[src/rtl/mca_pkg.sv]
// Package: coherence state, message and send codes shared by the agent modules
`timescale 1ns / 1ps
`default_nettype none

package mca_pkg;

    localparam int unsigned BlockW = 32;

    typedef enum logic [2:0] {
        ST_I  = 3'd0,
        ST_S  = 3'd1,
        ST_E  = 3'd2,
        ST_M  = 3'd3,
        ST_IS = 3'd4,
        ST_IM = 3'd5,
        ST_SM = 3'd6,
        ST_EM = 3'd7
    } t_state;

    typedef enum logic [2:0] {
        K_LOAD  = 3'd0,
        K_STORE = 3'd1,
        K_INV   = 3'd2,
        K_RECI  = 3'd3,
        K_RECS  = 3'd4,
        K_DATA  = 3'd5,
        K_DATAE = 3'd6,
        K_ACK   = 3'd7
    } t_kind;

    typedef enum logic [2:0] {
        SND_NONE   = 3'd0,
        SND_GETS   = 3'd1,
        SND_GETM   = 3'd2,
        SND_GETX   = 3'd3,
        SND_DPROC  = 3'd4,
        SND_DDIR   = 3'd5,
        SND_INVACK = 3'd6
    } t_send;

    localparam logic MODE_PROC = 1'b0;

    typedef struct packed {
        t_send  send;
        logic   miss;
        logic   illegal;
        t_state state_next;
    } t_step;

endpackage

`default_nettype wire

[src/rtl/mca_fsm.sv]
// Coherence state register and transition table for one beat
`timescale 1ns / 1ps
`default_nettype none

module mca_fsm
    import mca_pkg::*;
(
    input  wire logic  i_clk,
    input  wire logic  i_rst_n,
    input  wire logic  i_fire,
    input  wire logic  i_mode,
    input  wire t_kind i_kind,
    output t_step      o_step
);

    t_state r_state;
    t_state n_state;
    t_send  n_send;
    logic   n_miss;
    logic   n_ok;

    always_ff @(posedge i_clk) begin
        if (!i_rst_n) begin
            r_state <= ST_I;
        end else if (i_fire) begin
            r_state <= n_state;
        end
    end

    always_comb begin
        n_state = r_state;
        n_send  = SND_NONE;
        n_miss  = 1'b0;
        n_ok    = 1'b0;
        if (i_mode == MODE_PROC) begin
            if (i_kind == K_LOAD || i_kind == K_STORE) begin
                unique case (r_state)
                    ST_I: begin
                        n_ok   = 1'b1;
                        n_miss = 1'b1;
                        n_send = (i_kind == K_LOAD) ? SND_GETS : SND_GETM;
                        n_state = (i_kind == K_LOAD) ? ST_IS : ST_IM;
                    end
                    ST_S: begin
                        n_ok   = 1'b1;
                        n_send = (i_kind == K_LOAD) ? SND_DPROC : SND_GETM;
                        n_state = (i_kind == K_LOAD) ? ST_S : ST_SM;
                    end
                    ST_E: begin
                        n_ok   = 1'b1;
                        n_send = (i_kind == K_LOAD) ? SND_DPROC : SND_GETX;
                        n_state = (i_kind == K_LOAD) ? ST_E : ST_EM;
                    end
                    ST_M: begin
                        n_ok   = 1'b1;
                        n_send = SND_DPROC;
                    end
                    default: begin
                        n_ok = 1'b0;
                    end
                endcase
            end
        end else begin
            unique case (r_state)
                ST_S: begin
                    if (i_kind == K_INV) begin
                        n_ok = 1'b1; n_send = SND_INVACK; n_state = ST_I;
                    end
                end
                ST_E, ST_M: begin
                    if (i_kind == K_RECI) begin
                        n_ok = 1'b1; n_send = SND_DDIR; n_state = ST_I;
                    end else if (i_kind == K_RECS) begin
                        n_ok = 1'b1; n_send = SND_DDIR; n_state = ST_S;
                    end
                end
                ST_IS: begin
                    if (i_kind == K_DATA) begin
                        n_ok = 1'b1; n_send = SND_DPROC; n_state = ST_S;
                    end else if (i_kind == K_DATAE) begin
                        n_ok = 1'b1; n_send = SND_DPROC; n_state = ST_E;
                    end
                end
                ST_IM: begin
                    if (i_kind == K_DATA) begin
                        n_ok = 1'b1; n_send = SND_DPROC; n_state = ST_M;
                    end
                end
                ST_SM: begin
                    if (i_kind == K_INV) begin
                        n_ok = 1'b1; n_send = SND_INVACK; n_state = ST_IM;
                    end else if (i_kind == K_ACK || i_kind == K_DATA) begin
                        n_ok = 1'b1; n_send = SND_DPROC; n_state = ST_M;
                    end
                end
                ST_EM: begin
                    if (i_kind == K_RECI) begin
                        n_ok = 1'b1; n_send = SND_DDIR; n_state = ST_IM;
                    end else if (i_kind == K_RECS) begin
                        n_ok = 1'b1; n_send = SND_DDIR; n_state = ST_SM;
                    end else if (i_kind == K_ACK || i_kind == K_DATA) begin
                        n_ok = 1'b1; n_send = SND_DPROC; n_state = ST_M;
                    end
                end
                default: begin
                    n_ok = 1'b0;
                end
            endcase
        end
        if (!n_ok) begin
            n_state = r_state;
            n_send  = SND_NONE;
            n_miss  = 1'b0;
        end
        o_step.send       = n_send;
        o_step.miss       = n_miss;
        o_step.illegal    = !n_ok;
        o_step.state_next = n_state;
    end

endmodule

`default_nettype wire

[src/rtl/mesi_cache_agent_fsm.sv]
// Top level: MESI cache-side coherence agent with input and result registers
`timescale 1ns / 1ps
`default_nettype none

// One beat in, one result beat out, every beat. A beat lands in the input
// register, passes the transition table and the coherence state register,
// and is shown from the result register; the agent takes one beat per cycle
// while the result is not stalled. The state register advances only as
// a beat moves from the input register to the result register, so a stalled
// result holds everything behind it. Illegal beats leave the state alone and
// report illegal with send none.
module mesi_cache_agent_fsm
    import mca_pkg::*;
(
    input  wire logic              i_clk,
    input  wire logic              i_rst_n,
    input  wire logic              i_valid,
    output logic                   o_stall,
    input  wire logic              i_mode,
    input  wire logic [2:0]        i_kind,
    input  wire logic [BlockW-1:0] i_block,
    output logic                   o_valid,
    input  wire logic              i_stall,
    output logic [2:0]             o_send,
    output logic [BlockW-1:0]      o_block_out,
    output logic                   o_miss,
    output logic                   o_illegal,
    output logic [2:0]             o_state_now
);

    logic              r_in_vld;
    logic              r_mode;
    t_kind             r_kind;
    logic [BlockW-1:0] r_block;
    logic              r_out_vld;
    t_step             r_step;
    logic [BlockW-1:0] r_block_out;
    logic              adv_out;
    logic              fire;
    t_step             step;

    assign adv_out = !r_out_vld || !i_stall;
    assign fire    = r_in_vld && adv_out;
    assign o_stall = r_in_vld && !adv_out;

    always_ff @(posedge i_clk) begin
        if (!i_rst_n) begin
            r_in_vld <= 1'b0;
        end else if (!o_stall) begin
            r_in_vld <= i_valid;
        end
    end

    always_ff @(posedge i_clk) begin
        if (!o_stall && i_valid) begin
            r_mode  <= i_mode;
            r_kind  <= t_kind'(i_kind);
            r_block <= i_block;
        end
    end

    mca_fsm u_fsm (
        .i_clk   (i_clk),
        .i_rst_n (i_rst_n),
        .i_fire  (fire),
        .i_mode  (r_mode),
        .i_kind  (r_kind),
        .o_step  (step)
    );

    always_ff @(posedge i_clk) begin
        if (!i_rst_n) begin
            r_out_vld <= 1'b0;
        end else if (adv_out) begin
            r_out_vld <= r_in_vld;
        end
    end

    always_ff @(posedge i_clk) begin
        if (fire) begin
            r_step      <= step;
            r_block_out <= r_block;
        end
    end

    assign o_valid     = r_out_vld;
    assign o_send      = r_step.send;
    assign o_block_out = r_block_out;
    assign o_miss      = r_step.miss;
    assign o_illegal   = r_step.illegal;
    assign o_state_now = r_step.state_next;

    a_illegal_quiet : assert property (@(posedge i_clk) disable iff (!i_rst_n)
        r_out_vld && r_step.illegal |-> r_step.send == SND_NONE && !r_step.miss)
        else $error("illegal beat carries a message or miss");

    a_miss_transient : assert property (@(posedge i_clk) disable iff (!i_rst_n)
        r_out_vld && r_step.miss |->
            r_step.state_next == ST_IS || r_step.state_next == ST_IM)
        else $error("miss without move to a pending state");

    a_no_drop : assert property (@(posedge i_clk) disable iff (!i_rst_n)
        r_out_vld && i_stall |=> r_out_vld)
        else $error("stalled result lost");

    a_stall_src : assert property (@(posedge i_clk) disable iff (!i_rst_n)
        o_stall |-> r_in_vld && r_out_vld)
        else $error("input stalled with room downstream");

endmodule

`default_nettype wire
[config.mk]
export PLATFORM = sky130hd
export DESIGN_NAME = mesi_cache_agent_fsm
export DESIGN_NICKNAME = d
export VERILOG_FILES = /design/src/rtl/mca_pkg.sv /design/src/rtl/mca_fsm.sv /design/src/rtl/mesi_cache_agent_fsm.sv
export SDC_FILE = /design/constraint.sdc
export NUM_CORES = 1
export LEC_CHECK = 0
export BUFFER_PORTS_ARGS = -buffer_cell sky130_fd_sc_hd__buf_2
export CAP_MARGIN = 40
export CORE_MARGIN = 3
export CORE_UTILIZATION = 45
export CTS_CLUSTER_DIAMETER = 30
export DETAILED_ROUTE_END_ITERATION = 7
export PLACE_DENSITY = 0.7
export SYNTH_ARGS = -nofsm -noshare
export SYNTH_HDL_FRONTEND = slang
export SYNTH_SLANG_ARGS = --single-unit
[constraint.sdc]
create_clock -name i_clk -period 5.5 [get_ports i_clk]
set_input_delay 1.1 -clock i_clk [delete_from_list [all_inputs] [get_ports i_clk]]
set_output_delay 1.1 -clock i_clk [all_outputs]
set_load 0.1 [all_outputs]
Word level (Yosys, flattened, before mapping) --
Cells that the tools add are included.
Storage, ports and cells: logic and storage cells 93, input port bits 40, output and inout bits 42, register bits after elaboration 81
Cells by class: equality and inequality tests 14, multiplexer cells 50, reductions and logical operators 16, bitwise operators 2
Operators by type and width (count):
- 3-bit 2-to-1 mux | 29
- 3-bit case mux with 6 select lines | 2
- 3-bit equality test (second input constant) | 8
- 1-bit 2-to-1 mux | 15
- 3-bit by 2-bit equality test with 1-bit output (second input constant) | 4
- 3-bit case mux with 4 select lines | 1
- 3-bit case mux with 3 select lines | 1
- 3-bit by 1-bit equality test with 1-bit output (second input constant) | 2
- 3-bit logical NOT | 2
- 1-bit case mux with 6 select lines | 1
- 1-bit logical NOT | 5
- 4-bit OR reduction | 1
- 1-bit logical AND | 3
- 1-bit logical OR | 3
- 3-bit OR reduction | 1
- 2-bit 2-to-1 mux | 1
- 1-bit inverter | 2
- 2-bit OR reduction | 1

Depth between registers and ports, before layout --
word-level depth 9, gate-level depth with buffers 8, gate-level depth less buffers 6

By module --
A second synthesis with hierarchy kept.
Unflattened totals: cells, all modules 182, area total of the unflattened synthesis 3046.7 µm²
By module, submodules not included:
- mesi_cache_agent_fsm | cells each 84, area an instance 2366.0 µm², sequential area each 2322.2 µm², times used 1
- mca_fsm | cells each 98, area an instance 680.7 µm², sequential area each 60.1 µm², times used 1

Least setup slack after synthesis --
Ideal clock, no wire load.
kind input -> register, from in i_stall, to reg u_fsm.r_state[0], setup time 0.094 ns, setup slack 1.457 ns, buffers on the path 0, arrival 3.949 ns, required time 5.406 ns, cell stages on the path 3, path through a21boi_1 o21ai_0 a221oi_2
Between the ends: longest elaborated chain between the ends 3
RTL lines:
- from (decl) | line mesi_cache_agent_fsm.sv:23 | input wire logic i_stall,
- 1-bit logical NOT | line mesi_cache_agent_fsm.sv:42 | assign adv_out = !r_out_vld || !i_stall;
- 1-bit logical OR | line mesi_cache_agent_fsm.sv:42
- 1-bit logical AND | line mesi_cache_agent_fsm.sv:43 | assign fire = r_in_vld && adv_out;
- to (signal assigned) | line mca_fsm.sv:26 | r_state <= n_state;
- to (decl) | line mca_fsm.sv:16 | t_state r_state;
No other way between the ends. A chain may end at the register's enable or synchronous reset.

Worst setup path in the final report --
from in i_stall, to out o_stall
Between the ends: longest elaborated chain between the ends 4
RTL lines:
- 1-bit logical NOT | line mesi_cache_agent_fsm.sv:42
- 1-bit logical OR | line mesi_cache_agent_fsm.sv:42
- 1-bit logical NOT | line mesi_cache_agent_fsm.sv:44 | assign o_stall = r_in_vld && !adv_out;
- 1-bit logical AND | line mesi_cache_agent_fsm.sv:44
- to (decl) | line mesi_cache_agent_fsm.sv:18 | output logic o_stall,
No other way between the ends.

==> metrics <==
Seq/Total Area, Yosys=0.777; DR iter-0 viols=190; P&R area growth vs syn=23.4%; # rows=29; Buf/Inv on CP=2; maximum root-to-sink buffer count=2; Core Area=0.00649 mm²; Hold Path Class=flip-flop to flip-flop; Main synth FF type=edfxtp_1; GR Util met1=0.163; H-tree depth=3; vias=1811; CP Data Arrival Time=1920 ps; RSZ-0062 raised after global routing=false; Slowest-stage cell, CP=buf_2; Worst-path clk slew=80 ps; Synth Area in Simple Gates=0.0962; vias in the first global route=1679; Routed Antenna Nets=0; setup tns final=0 ps; WP data required=4400 ps; CP endpoint kind=primary output; CP max FO=3; WS Path Type=input pin to primary output; GRT Total Usage=0.143; via/cell ratio=5.10; I/O pin count=82; cell mode on critical path=buf_2; initial antenna violation count=0; compound-cell area share of the yosys netlist=0.0922; CP startpoint kind=input pin; Clk Latency, worst-skew pair=340 ps; CTS Buf Count=9; worst-path cell chain=buf_2 -> and3_1 -> buf_2; max frequency=0.331 GHz; Final Cycle Share=0.550; GRT met3 Usage=0.0717; I/O Buffers=81; slew margin rel.=0.472; Die Area=0.00784 mm²; CTS tree=done; leak pwr=1.42 nW; Post-CTS Setup Bufs=0; Final Hold Viols=0; Synth Cell Area=0.00307 mm²; maxcap violations=0; status=completed; cts hold-fix bufs=0; ys async rst share=0; cts repair resizes=0; EDFF count, synth=76; WL/cell=15.2 µm; minimum clock period=3020 ps; clk sink count=81; number of synthesized register bits=81; drt drc=0; Slew Viols, Final=0; Fillers=496; Tot Pwr=1.37 mW; pwr/cell area=361 mW/mm²; mean area per synthesized cell=16.2 µm²; Post-Synth XOR/XNOR Area=0.00285; RePlAce Congestion=0.849; total congestion overflow=0; WL final=5410 µm; layout cells sized above 1=0.396; die width=88.6 µm; count of different cell masters after synthesis=43; post-synthesis mux area share=0.00326; endpoints failing setup=0; GR peak layer=met2; largest net degree at the start of global routing=25; worst-margin pin slew=790 ps; yosys warns=0; Adder-Cell Fraction of Synth Area=0.00326; global-route wire length before repair=8150 µm; maximum vdd drop=0.000264 V; cells after synthesis=189; diode count=0; Largest stage delay, worst path=450 ps; clk root buf=clkbuf_8; Final #Nets=313; Syn Nets=229; 1st-pass router iterations=4; Initial Utilization=0.472; crit-path leading delay family=buffers and inverters; met2 usage=0.231; largest family of logic cells by synthesized area=simple AND/OR/NAND/NOR gates; clk_skew=8.66 ps; die height=88.6 µm; DP Wirelength=3680 µm
[layout make-up]
cell class / instances / area, µm² / area share
Clock inverter: 7 / 106 / 0.0281
Timing Repair Buffer: 83 / 440 / 0.116
Inverter: 3 / 11.3 / 0.00297
Multi-Input combinational cell: 95 / 626 / 0.165
Clock buffer: 9 / 124 / 0.0327
Sequential cell: 81 / 2380 / 0.629
Tap cell: 77 / 96.3 / 0.0254
[state kept, by name, indices dropped and copies added (netlist names)]
signal         cells
o_state_now        3
r_in_vld           1
o_illegal          1
r_kind             3
o_send             3
o_valid            1
o_block_out       32
o_miss             1
r_mode             1
u_fsm.r_state      3
r_block           32
[through the flow]
stage	utilization	setup WS [ps]	cell area, µm²	cells	hold WS [ps]
finish	0.583	2480	3790	355	417
global route	0.583	2450	3790	355	424
CTS	0.583	2470	3790	355	423
detailed placement	0.547	2470	3560	339	405
global placement	0.543	2490	3530	338	401
floorplan	-	1460	3070	189	400
[logic make-up (layout without fill, tap and decap cells)]
logic type,after synthesis,count (layout)
DFF,81,81
and+or+nand+nor,52,52
AOI/OAI and AO/OA,40,40
buffers and inverters,13,102
adders and majority gates,1,1
xor gates and xnor gates,1,1
muxes,1,1
[power by group]
group	internal, mW	switching (mW)	leakage (nW)	total [mW]
Sequential	0.709	0.0156	0.767	0.724
Combinational	0.0316	0.130	0.538	0.162
Clock	0.265	0.217	0.117	0.482
[path summary, 6_finish.rpt]
| check | start | to | slack, ps | cells after the start |
|---|---|---|---|---|
| worst max-delay path | i_stall | o_stall | 2480 | 3 |
| worst min-delay path | r_block[15] | o_block_out[15] | 420 | 0 |
| worst max register to register | r_kind[0] | o_state_now[0] | 3350 | 6 |
| worst min register to register | r_block[15] | o_block_out[15] | 420 | 0 |
[routing by layer]
layer	vias up	wire length, µm
met3	10	492
met2	63	2770
met1	844	2050
li1	894	-
met4	0	106
met5	-	0
[layout by cell type (no fill, tap or decap), types with 3 or more instances in the layout]
master / instances
inv_6: 4
and3_1: 3
dfxtp_1: 5
inv_1: 3
buf_2: 81
o22ai_1: 3
a21oi_1: 10
o21ai_1: 4
clkbuf_8: 9
a31oi_1: 4
nand2b_1: 3
o21ai_0: 3
nor3_1: 4
edfxtp_1: 76
nor2b_1: 6
nor2_1: 12
nand2_1: 12
[cells in the mapped netlist (3+ instances only)]
cell      instances  area [µm²]
edfxtp_1         76        2280
nand2_1          12        45.0
nor2_1           12        45.0
a21oi_1          10        50.1
nor2b_1           7        43.8
dfxtp_1           5         100
a31oi_1           4        25.0
nor3_1            4        20.0
o21ai_1           4        20.0
and3_1            3        18.8
buf_2             3        15.0
buf_6             3        33.8
clkbuf_1          3        11.3
inv_1             3        11.3
nand2b_1          3        18.8
o21ai_0           3        15.0
o22ai_1           3        18.8
[worst reg2reg max path, stage by stage, from the launching register on]
cell and delay, ps:
edfxtp_1 680, or3b_1 460, a21o_1 190, a21oi_4 200, o21ai_2 140, o21ai_2 190
nor2_1 50
Note: power is estimated with default switching activity, not from simulation.
